## config.mk

```make
export PLATFORM = sky130hd
export DESIGN_NAME = rtid_decode
export DESIGN_NICKNAME = d
export VERILOG_FILES = /design/src/design/rtid_pkg.sv /design/src/design/rtid_decode.sv
export SDC_FILE = /design/constraint.sdc
export NUM_CORES = 1
export LEC_CHECK = 0
export BUFFER_PORTS_ARGS = -buffer_cell sky130_fd_sc_hd__buf_2
export CORE_MARGIN = 5
export CORE_UTILIZATION = 26
export DETAILED_ROUTE_END_ITERATION = 16
export PLACE_DENSITY = 0.88
export REMOVE_ABC_BUFFERS = 1
export SLEW_MARGIN = 20
export SYNTH_ARGS = -nofsm -noshare
export SYNTH_HDL_FRONTEND = slang
export SYNTH_SLANG_ARGS = --single-unit
export TNS_END_PERCENT = 1
```

## constraint.sdc

```tcl
create_clock -name vclk -period 1.9
set_clock_uncertainty 0.2 [all_clocks]
set_input_delay 0.38 -clock vclk [all_inputs]
set_output_delay 0.38 -clock vclk [all_outputs]
set_load 0.01 [all_outputs]
```

## src/design/rtid_pkg.sv

```systemverilog
`default_nettype none
// ----------------------------------------------------------------------------
// rtid_pkg
// shared types and constants for the double round-to-integral pipeline
// ----------------------------------------------------------------------------
package rtid_pkg;

   localparam int unsigned DataWidth = 64;
   localparam int unsigned FracWidth = 52;
   localparam int unsigned ExpWidth  = 11;
   localparam int unsigned FuncWidth = 2;
   localparam int unsigned ShiftWidth = 6;

   localparam logic [ExpWidth-1:0] ExpAllOnes = 11'h7FF;
   localparam logic [ExpWidth-1:0] ExpBias    = 11'd1023;
   localparam logic [11:0]         ExpInt     = 12'd1075;

   typedef enum logic [FuncWidth-1:0] {
      FUNC_FLOOR = 2'd0,
      FUNC_CEIL  = 2'd1,
      FUNC_RINT  = 2'd2,
      FUNC_NONE  = 2'd3
   } func_type;

   // decoded operand passed from stage 1 to stage 2
   typedef struct packed {
      logic                    pass;
      logic                    sign;
      logic                    below_half;   // magnitude below one half
      func_type                func;
      logic [ShiftWidth-1:0]   shift;        // 1..53 when neither pass nor below_half
      logic [FracWidth:0]      mant;
      logic [DataWidth-1:0]    operand;
   } dec_type;

   // rounded integer passed from stage 2 to stage 3
   typedef struct packed {
      logic                    pass;
      logic                    sign;
      logic                    rint;
      logic [FracWidth:0]      n;       // at most 2^52
      logic [DataWidth-1:0]    operand;
   } int_type;

endpackage
`default_nettype wire

```

## src/design/rtid_decode.sv

```systemverilog
`default_nettype none
// ----------------------------------------------------------------------------
// rtid_decode
// unpacks the operand and works out the rounding shift
// ----------------------------------------------------------------------------
module rtid_decode (
   input  wire logic [rtid_pkg::FuncWidth-1:0] func,
   input  wire logic [rtid_pkg::DataWidth-1:0] operand,
   output rtid_pkg::dec_type                   dec
);
   import rtid_pkg::*;

   logic [ExpWidth-1:0] exp_raw;
   logic [11:0]         exp_eff;
   logic [11:0]         shift_full;

   // field split and classification
   always_comb begin
      exp_raw    = operand[62:52];
      exp_eff    = (exp_raw == '0) ? 12'd1 : {1'b0, exp_raw};
      shift_full = ExpInt - exp_eff;
      dec.func    = func_type'(func);
      dec.sign    = operand[63];
      dec.operand = operand;
      dec.mant    = {(exp_raw != '0), operand[51:0]};
      dec.pass    = (func == FUNC_NONE) || ({1'b0, exp_raw} >= ExpInt);
      dec.below_half = (shift_full >= 12'd54);
      dec.shift   = shift_full[ShiftWidth-1:0];
   end
endmodule
`default_nettype wire

```

==> run metrics <==
effective utilization at floorplan about a quarter; maximum number of pins on one net before global-route repair 6; Die Wd 76.29 um; delay-heaviest family, CP simple AND/OR/NAND/NOR gates; die height 76.29 um; hold depth 0; min Tclk post-route between 2000 and 2500 ps; footprint of the multi-input gates 240.2 um2; VDD IR max 29.61 uV; first-pass detailed-route iteration total 4; register area share after synthesis 0%; top cells by area, synth buf_4 78%, ha_1 3.3%, xor2_1 1.5%, o211ai_1 1.3%, nand2b_4 1.2%; RSZ-0062 raised after global routing yes; GRT overflow 0; Netlist Area Pre-Place between 0.001 and 0.0015 mm2; syn_area_per_cell about 7.5 um2; first-pass GRT wire length 9.618 mm; Total Die Area 0.005819 mm2; Residual DRC 0; row cnt 24; Setup CP Type primary input to primary output; slowest stage cell on the critical path or4_4; Routed Antenna Nets 0; I/O pins between 150 and 200; nets 160; Max Used Layer met4; # diodes 0; Via-to-Cell Ratio 5.092; critical path, cell by cell buf_6 > or4_4 > nand2b_4 > a41o_1 > a22o_1 > buf_2; post-synth top area cell buf_4; Core Area roughly 0.0043 mm2; Met3 Wirelength 1.864 mm; Slew Viols, Final 0; Synth top cells by count 119 x buf_4, 3 x ha_1, 3 x inv_1; GP Congestion 0.9763; count leader, synth buf_4; setup slack at placement -363.8 ps; cell count along the critical path 6; failing checks setup timing; cts hold-fix bufs 0; placed inst area 651.9 um2; Max Clk Rate 443.4 MHz; layout sequential cell count 0; GRT Total Usage 25.68%; Worst setup EP type primary output; Tcrit/Tclk final 118.7%; Area Overhead vs Synth -40.96%; metal2 WL between 4 and 5 mm; Synth top area share 78.20%; routed len/inst approximately 57 um; clock buffers 0; MaxCap Viol Count 0; worst-margin pin slew 303.1 ps; antenna violations before repair 0; post-DP HPWL 7.749 mm; Crit Path Max Fanout 2; slew margin rel. 79.73%; Hold Crit Class primary input to primary output; Max stage delay on crit path about 530 ps; synth warn 0; result of the run finished, violations left; Pleak 0.0003541 uW; CP Buf/Inv Count 2; worst path arrival time roughly 1700 ps; P per Cell Area 228.8 mW/mm2; wl on met1 1.351 mm; IO Port Bufs 35; DRT iter0 DRCs about 60; vias 718; Hold Vio Cnt, Final 0; DRT Wirelength 8.104 mm; post-synthesis instance total 152; vias in the first global route 706; final setup fails 5; post-route cell area 674.4 um2; data required time at the worst endpoint 1320 ps; register area 0 um2; Distinct cells, synth 25; share of cells above drive strength 1 67.42%; PnR worst setup slack -355.5 ps; count of fill cells added during filler insertion 489; CP Launch Type primary input
==> timing repair <==
| action | 4_1_cts | 5_1_grt |
|---|---|---|
| gates resized for setup | 1 | 2 |
| endpoints found under the setup margin | 5 | 7 |
| setup buffers | 1 | 0 |
| pin swaps | 2 | 4 |
==> stage by stage <==
stage | instances | hold slack (ps) | setup TNS, ps | utilization (%) | power (uW)
after floorplan | 33 | 560.0 | -198.2 | - | 39.43
after global placement | 140 | 560.4 | -1305 | 15.18 | 148.8
after detailed placement | 140 | 560.4 | -1360 | 15.18 | 150.3
after CTS | 141 | 560.4 | -1279 | 15.50 | 153.4
after global routing | 141 | 560.1 | -1565 | 15.71 | 166.5
final | 141 | 560.1 | -1269 | 15.71 | 154.3
==> layer usage <==
metal  vias up  GRT usage (%)
li1        250              -
met4         0          11.01
met1       316          12.18
met2       126          49.40
met5         -              0
met3        26          28.84
==> cells by family (layout without fill, tap and decap cells) <==
group,after synthesis,count (layout),synth area share (%)
compound gates,15,15,9.967
xor+xnor,2,2,1.534
fa+ha+maj,3,3,3.286
buf+inv,122,59,79.19
simple gates,10,10,6.024
==> worst paths after layout <==
check                  startpoint        to  slack, ps
worst max-delay path  operand[58]  dec[127]       -360
worst min-delay path  operand[32]   dec[96]        560
==> layout by cell type (no fill, tap or decap), drive strengths merged, types with 2 or more instances in the layout <==
cell type / netlist / routed
buf: 119 / 56
inv: 3 / 3
o211ai: 3 / 3
ha: 3 / 3
nor2: 2 / 2
a31oi: 2 / 2
xor2: 2 / 2
a21oi: 2 / 2
nand2b: 2 / 2
==> cell type report <==
| type | count | area share (%) |
|---|---|---|
| inverter | 3 | 1.670 |
| multi-input combinational | 30 | 35.62 |
| tap | 52 | 9.647 |
| timing repair buffer | 56 | 53.06 |
==> report_power, final <==
part	switching [uW]	internal [uW]
logic	73.3	81.1
registers	0	0
clock network	0	0
No activity file was read; power rests on OpenSTA's default activity.
