**src/design/rtid_pkg.sv**
```systemverilog
`default_nettype none
// ----------------------------------------------------------------------------
// rtid_pkg
// shared types and constants for the double round-to-integral pipeline
// ----------------------------------------------------------------------------
package rtid_pkg;

   localparam int unsigned DataWidth = 64;
   localparam int unsigned FracWidth = 52;
   localparam int unsigned ExpWidth  = 11;
   localparam int unsigned FuncWidth = 2;
   localparam int unsigned ShiftWidth = 6;

   localparam logic [ExpWidth-1:0] ExpAllOnes = 11'h7FF;
   localparam logic [ExpWidth-1:0] ExpBias    = 11'd1023;
   localparam logic [11:0]         ExpInt     = 12'd1075;

   typedef enum logic [FuncWidth-1:0] {
      FUNC_FLOOR = 2'd0,
      FUNC_CEIL  = 2'd1,
      FUNC_RINT  = 2'd2,
      FUNC_NONE  = 2'd3
   } func_type;

   // decoded operand passed from stage 1 to stage 2
   typedef struct packed {
      logic                    pass;
      logic                    sign;
      logic                    below_half;   // magnitude below one half
      func_type                func;
      logic [ShiftWidth-1:0]   shift;        // 1..53 when neither pass nor below_half
      logic [FracWidth:0]      mant;
      logic [DataWidth-1:0]    operand;
   } dec_type;

   // rounded integer passed from stage 2 to stage 3
   typedef struct packed {
      logic                    pass;
      logic                    sign;
      logic                    rint;
      logic [FracWidth:0]      n;       // at most 2^52
      logic [DataWidth-1:0]    operand;
   } int_type;

endpackage
`default_nettype wire

```
**src/design/rtid_round.sv**
```systemverilog
`default_nettype none
// ----------------------------------------------------------------------------
// rtid_round
// truncates the mantissa and applies the rounding increment
// ----------------------------------------------------------------------------
module rtid_round (
   input  wire rtid_pkg::dec_type dec,
   output rtid_pkg::int_type      res
);
   import rtid_pkg::*;

   logic [FracWidth:0] mask;
   logic [FracWidth:0] trunc;
   logic [FracWidth:0] rem;
   logic [FracWidth:0] half;
   logic               frac;
   logic               inc;

   // split into integer part and remainder, then apply the rounding increment
   always_comb begin
      mask  = ({(FracWidth+1){1'b1}} << dec.shift);
      if (dec.below_half) begin
         trunc = '0;
         rem   = dec.mant;
         half  = '0;
      end else begin
         trunc = dec.mant >> dec.shift;
         rem   = dec.mant & ~mask;
         half  = (FracWidth+1)'(1) << (dec.shift - 6'd1);
      end
      frac = (rem != '0);
      case (dec.func)
         FUNC_FLOOR: inc = frac && dec.sign;
         FUNC_CEIL:  inc = frac && !dec.sign;
         FUNC_RINT:  inc = !dec.below_half && ((rem > half) || ((rem == half) && trunc[0]));
         default:    inc = 1'b0;
      endcase
      res.n       = trunc + (FracWidth+1)'(inc);
      res.pass    = dec.pass;
      res.sign    = dec.sign;
      res.rint    = (dec.func == FUNC_RINT);
      res.operand = dec.operand;
   end
endmodule
`default_nettype wire

```
**config.mk**
```make
export PLATFORM = sky130hd
export DESIGN_NAME = rtid_round
export DESIGN_NICKNAME = d
export VERILOG_FILES = /design/src/design/rtid_pkg.sv /design/src/design/rtid_round.sv
export SDC_FILE = /design/constraint.sdc
export NUM_CORES = 1
export LEC_CHECK = 0
export CELL_PAD_IN_SITES_DETAIL_PLACEMENT = 1
export CELL_PAD_IN_SITES_GLOBAL_PLACEMENT = 1
export CORE_ASPECT_RATIO = 1.4
export CORE_MARGIN = 2
export CORE_UTILIZATION = 44
export DETAILED_ROUTE_END_ITERATION = 8
export DONT_BUFFER_PORTS = 1
export GPL_TIMING_DRIVEN = 1
export PLACE_DENSITY_LB_ADDON = 0.3
export SLEW_MARGIN = 20
export SYNTH_ARGS = -nofsm -noshare
export SYNTH_HDL_FRONTEND = slang
export SYNTH_SLANG_ARGS = --single-unit
```
**constraint.sdc**
```tcl
create_clock -name vclk -period 5.1
set_input_delay 0 -clock vclk [all_inputs]
set_output_delay 0 -clock vclk [all_outputs]
set_load 0.02 [all_outputs]
```
==> impl_metrics.toml <==
[sta]
worst_hold_slack_ns = 0.00000883
finalSetupViolations = 0
fin_crit_ns = 4.90
slew_headroom = 0.244
worst_pin_slew_ns = 1.13
hold_viol_final = 0
final_max_slew_viol_count = 0
fin_crit_sh = 0.961
fmax_mhz = 204
fin_ws_ns = 0.199

[routing]
drc_errors = 0
drtAntennaViolNets = 0
wl_per_cell_um = 35.7
dr.pass1.iters = 5
routed_via_density = 7.62
drt_iter0_markers = 1162
vias = 11000
drt_wl_total_mm = 51.3

[placement]
io_buffers = 0
place_area_sq_um = 9340
pre_cts_ws_ns = 0.277
dp_hpwl_mm = 40.3
gp_congestion = 1.06

[yosys]
syn_inst = 1231
syn_nets = 1415
avgSynthCellArea_sq_um = 7.55
synth_area_sq_um = 9290
yosys_warnings = 0
ys_types = 103
ys_seq_area_frac = 0

[floorplan]
fp.dieH_um = 176
die_w_um = 127
std_cell_rows = 62
die_area_sq_um = 22300
initial_core_util = 0.450
io_pins = 248
core_area_sq_um = 20600

[power_and_ir_drop]
pwr-share-seq = 0
p_comb_frac = 1.000
switchingPower_w = 0.000535
switching_share = 0.620
power_density_nw_per_um2 = 92.1
p_int_w = 0.000327
ir_drop_uv = 31.9
power_frac_clock = 0
p_leak_nw = 3.65

[worst_setup_path]
worstPathMaxFanout = 107
start_kind = "input port"
arrival_ns = 4.90
required_ns = 5.10
path_class = "in2out"
endpoint_kind = "primary output"

[cells_and_area]
stdcell_area_sq_um = 9360
nets = 1369
drive_gt1_frac = 0.162
nFlopsAndLatches = 0
nFillCells = 2643
regArea_sq_um = 0
area_growth_pct = 0.727
nClkBuffers = 0

[flow_run]
drv_cap = 0

[grt]
grt_pass1_vias = 11000
grt_first_pass_wirelength_mm = 73.9
grt.total_usage = 0.445
grt_max_degree = 108
antenna_found_initial = 4
overflow = 0

[run_status]
status = "completed"

[min_path]
worstHoldPathType = "in2out"
worst max-delay path: stages:
cell and delay (ns):
nor2_1 0.18, buf_4 0.27, nand2_1 0.09, nand2_1 0.12
nand2_1 0.16, nor3_4 0.27, buf_4 0.21, nand2_1 0.06
ha_1 0.29, a21o_1 0.17, a21o_1 0.17, a21o_1 0.17
a21o_1 0.18, a21oi_1 0.19, o211ai_1 0.14, nor4_1 0.32
a21oi_1 0.11, a311o_1 0.37, ha_1 0.25, ha_1 0.22
and2_2 0.26, buf_4 0.17, nand2_1 0.05, nor4_1 0.05
xor2_1 0.15, buf_4 0.17
power groups by stage:
stage	logic [W]	registers (W)	clock network, W
floorplan	0.000680	0	0
global placement	0.000819	0	0
detailed placement	0.000823	0	0
CTS	0.000827	0	0
global route	0.000894	0	0
finish	0.000862	0	0.0000000000263
logic make-up (layout without fill, tap and decap cells):
logic type	Yosys count	after routing	share of synthesized area
other cells	0	1	0
buf+inv	159	111	0.118
compound gates	271	271	0.218
simple gates	540	540	0.307
mux	161	161	0.240
fa+ha+maj	56	56	0.0754
xor+xnor	44	44	0.0415
metrics by stage:
stage | util | TNS (ns) | cells | power (W)
final | 0.453 | 0 | 1440 | 0.000862
after global routing | 0.453 | -0.00659 | 1439 | 0.000894
after CTS | 0.452 | 0 | 1439 | 0.000827
after detailed placement | 0.452 | 0 | 1439 | 0.000823
after global placement | 0.452 | 0 | 1439 | 0.000819
after floorplan | - | 0 | 1231 | 0.000680
final timing paths:
| check | from | to | cells after the start | slack [ns] |
|---|---|---|---|---|
| min | dec[15] | res[15] | 0 | 0.000009 |
| max | dec[117] | res[84] | 26 | 0.20 |
layout by cell type (no fill, tap or decap), types with 9 or more instances in the layout:
| cell type | count |
|---|---|
| nor4_1 | 18 |
| xnor2_1 | 23 |
| mux4_1 | 15 |
| o21a_1 | 13 |
| a21oi_1 | 48 |
| xor2_1 | 21 |
| nor2b_1 | 25 |
| nand3_1 | 65 |
| buf_4 | 100 |
| a21o_1 | 23 |
| nor3_1 | 35 |
| o22ai_1 | 12 |
| a22oi_1 | 25 |
| a21boi_0 | 14 |
| o21ai_0 | 33 |
| nand2b_1 | 16 |
| ha_1 | 56 |
| nand2_1 | 158 |
| and3_1 | 10 |
| mux2i_1 | 103 |
| nand4_1 | 32 |
| mux4_2 | 28 |
| nor2_1 | 95 |
| and2_1 | 19 |
| mux2_2 | 12 |
| or3_1 | 9 |
area by class of cell:
class                           count  area, sq um  area share
Tap cell                          256          320      0.0342
Timing Repair Buffer              101          771      0.0824
Antenna cell                        1         2.50    0.000267
Multi-Input combinational cell   1072         8220       0.879
Inverter                           10         40.0     0.00428
cells in the mapped netlist, drive strengths merged (6+ instances only):
cell | n | share of area
nand2 | 159 | 0.065
buf | 122 | 0.10
mux2i | 103 | 0.11
nor2 | 96 | 0.039
nand3 | 67 | 0.039
ha | 56 | 0.075
a21oi | 49 | 0.027
mux4 | 43 | 0.11
nor3 | 39 | 0.023
o21ai | 34 | 0.018
nand4 | 32 | 0.022
nor2b | 28 | 0.021
a22oi | 27 | 0.023
clkbuf | 27 | 0.011
nor4 | 24 | 0.020
a21o | 23 | 0.019
xnor2 | 23 | 0.022
xor2 | 21 | 0.020
and2 | 20 | 0.013
nand2b | 16 | 0.011
a21boi | 15 | 0.013
mux2 | 15 | 0.019
o21a | 13 | 0.011
o22ai | 12 | 0.0081
a211oi | 10 | 0.0092
and3 | 10 | 0.0067
or3 | 10 | 0.0073
a31oi | 9 | 0.0077
inv | 8 | 0.0035
or4 | 8 | 0.0065
nor4b | 7 | 0.010
o211ai | 7 | 0.0057
o22a | 7 | 0.0066
a221oi | 6 | 0.0082
and4 | 6 | 0.0057
o221ai | 6 | 0.0075
repair_timing:
item                                    4_1_cts  5_1_grt
setup buffers                                 0        0
hold endpoints to repair                      0        0
hold buffers                                  0        0
resized for setup                             0        3
endpoints found under the setup margin        0       20
per-layer routing:
metal  global-route usage  vias to the layer above  routed length (um)
met5                    0                        -                  21
met4                0.374                        4                5510
met3               0.0694                      293                4340
met2                0.753                      769               24000
met1                0.483                     5344               17500
li1                     -                     4559                   -
No activity file was read; power rests on OpenSTA's default activity.
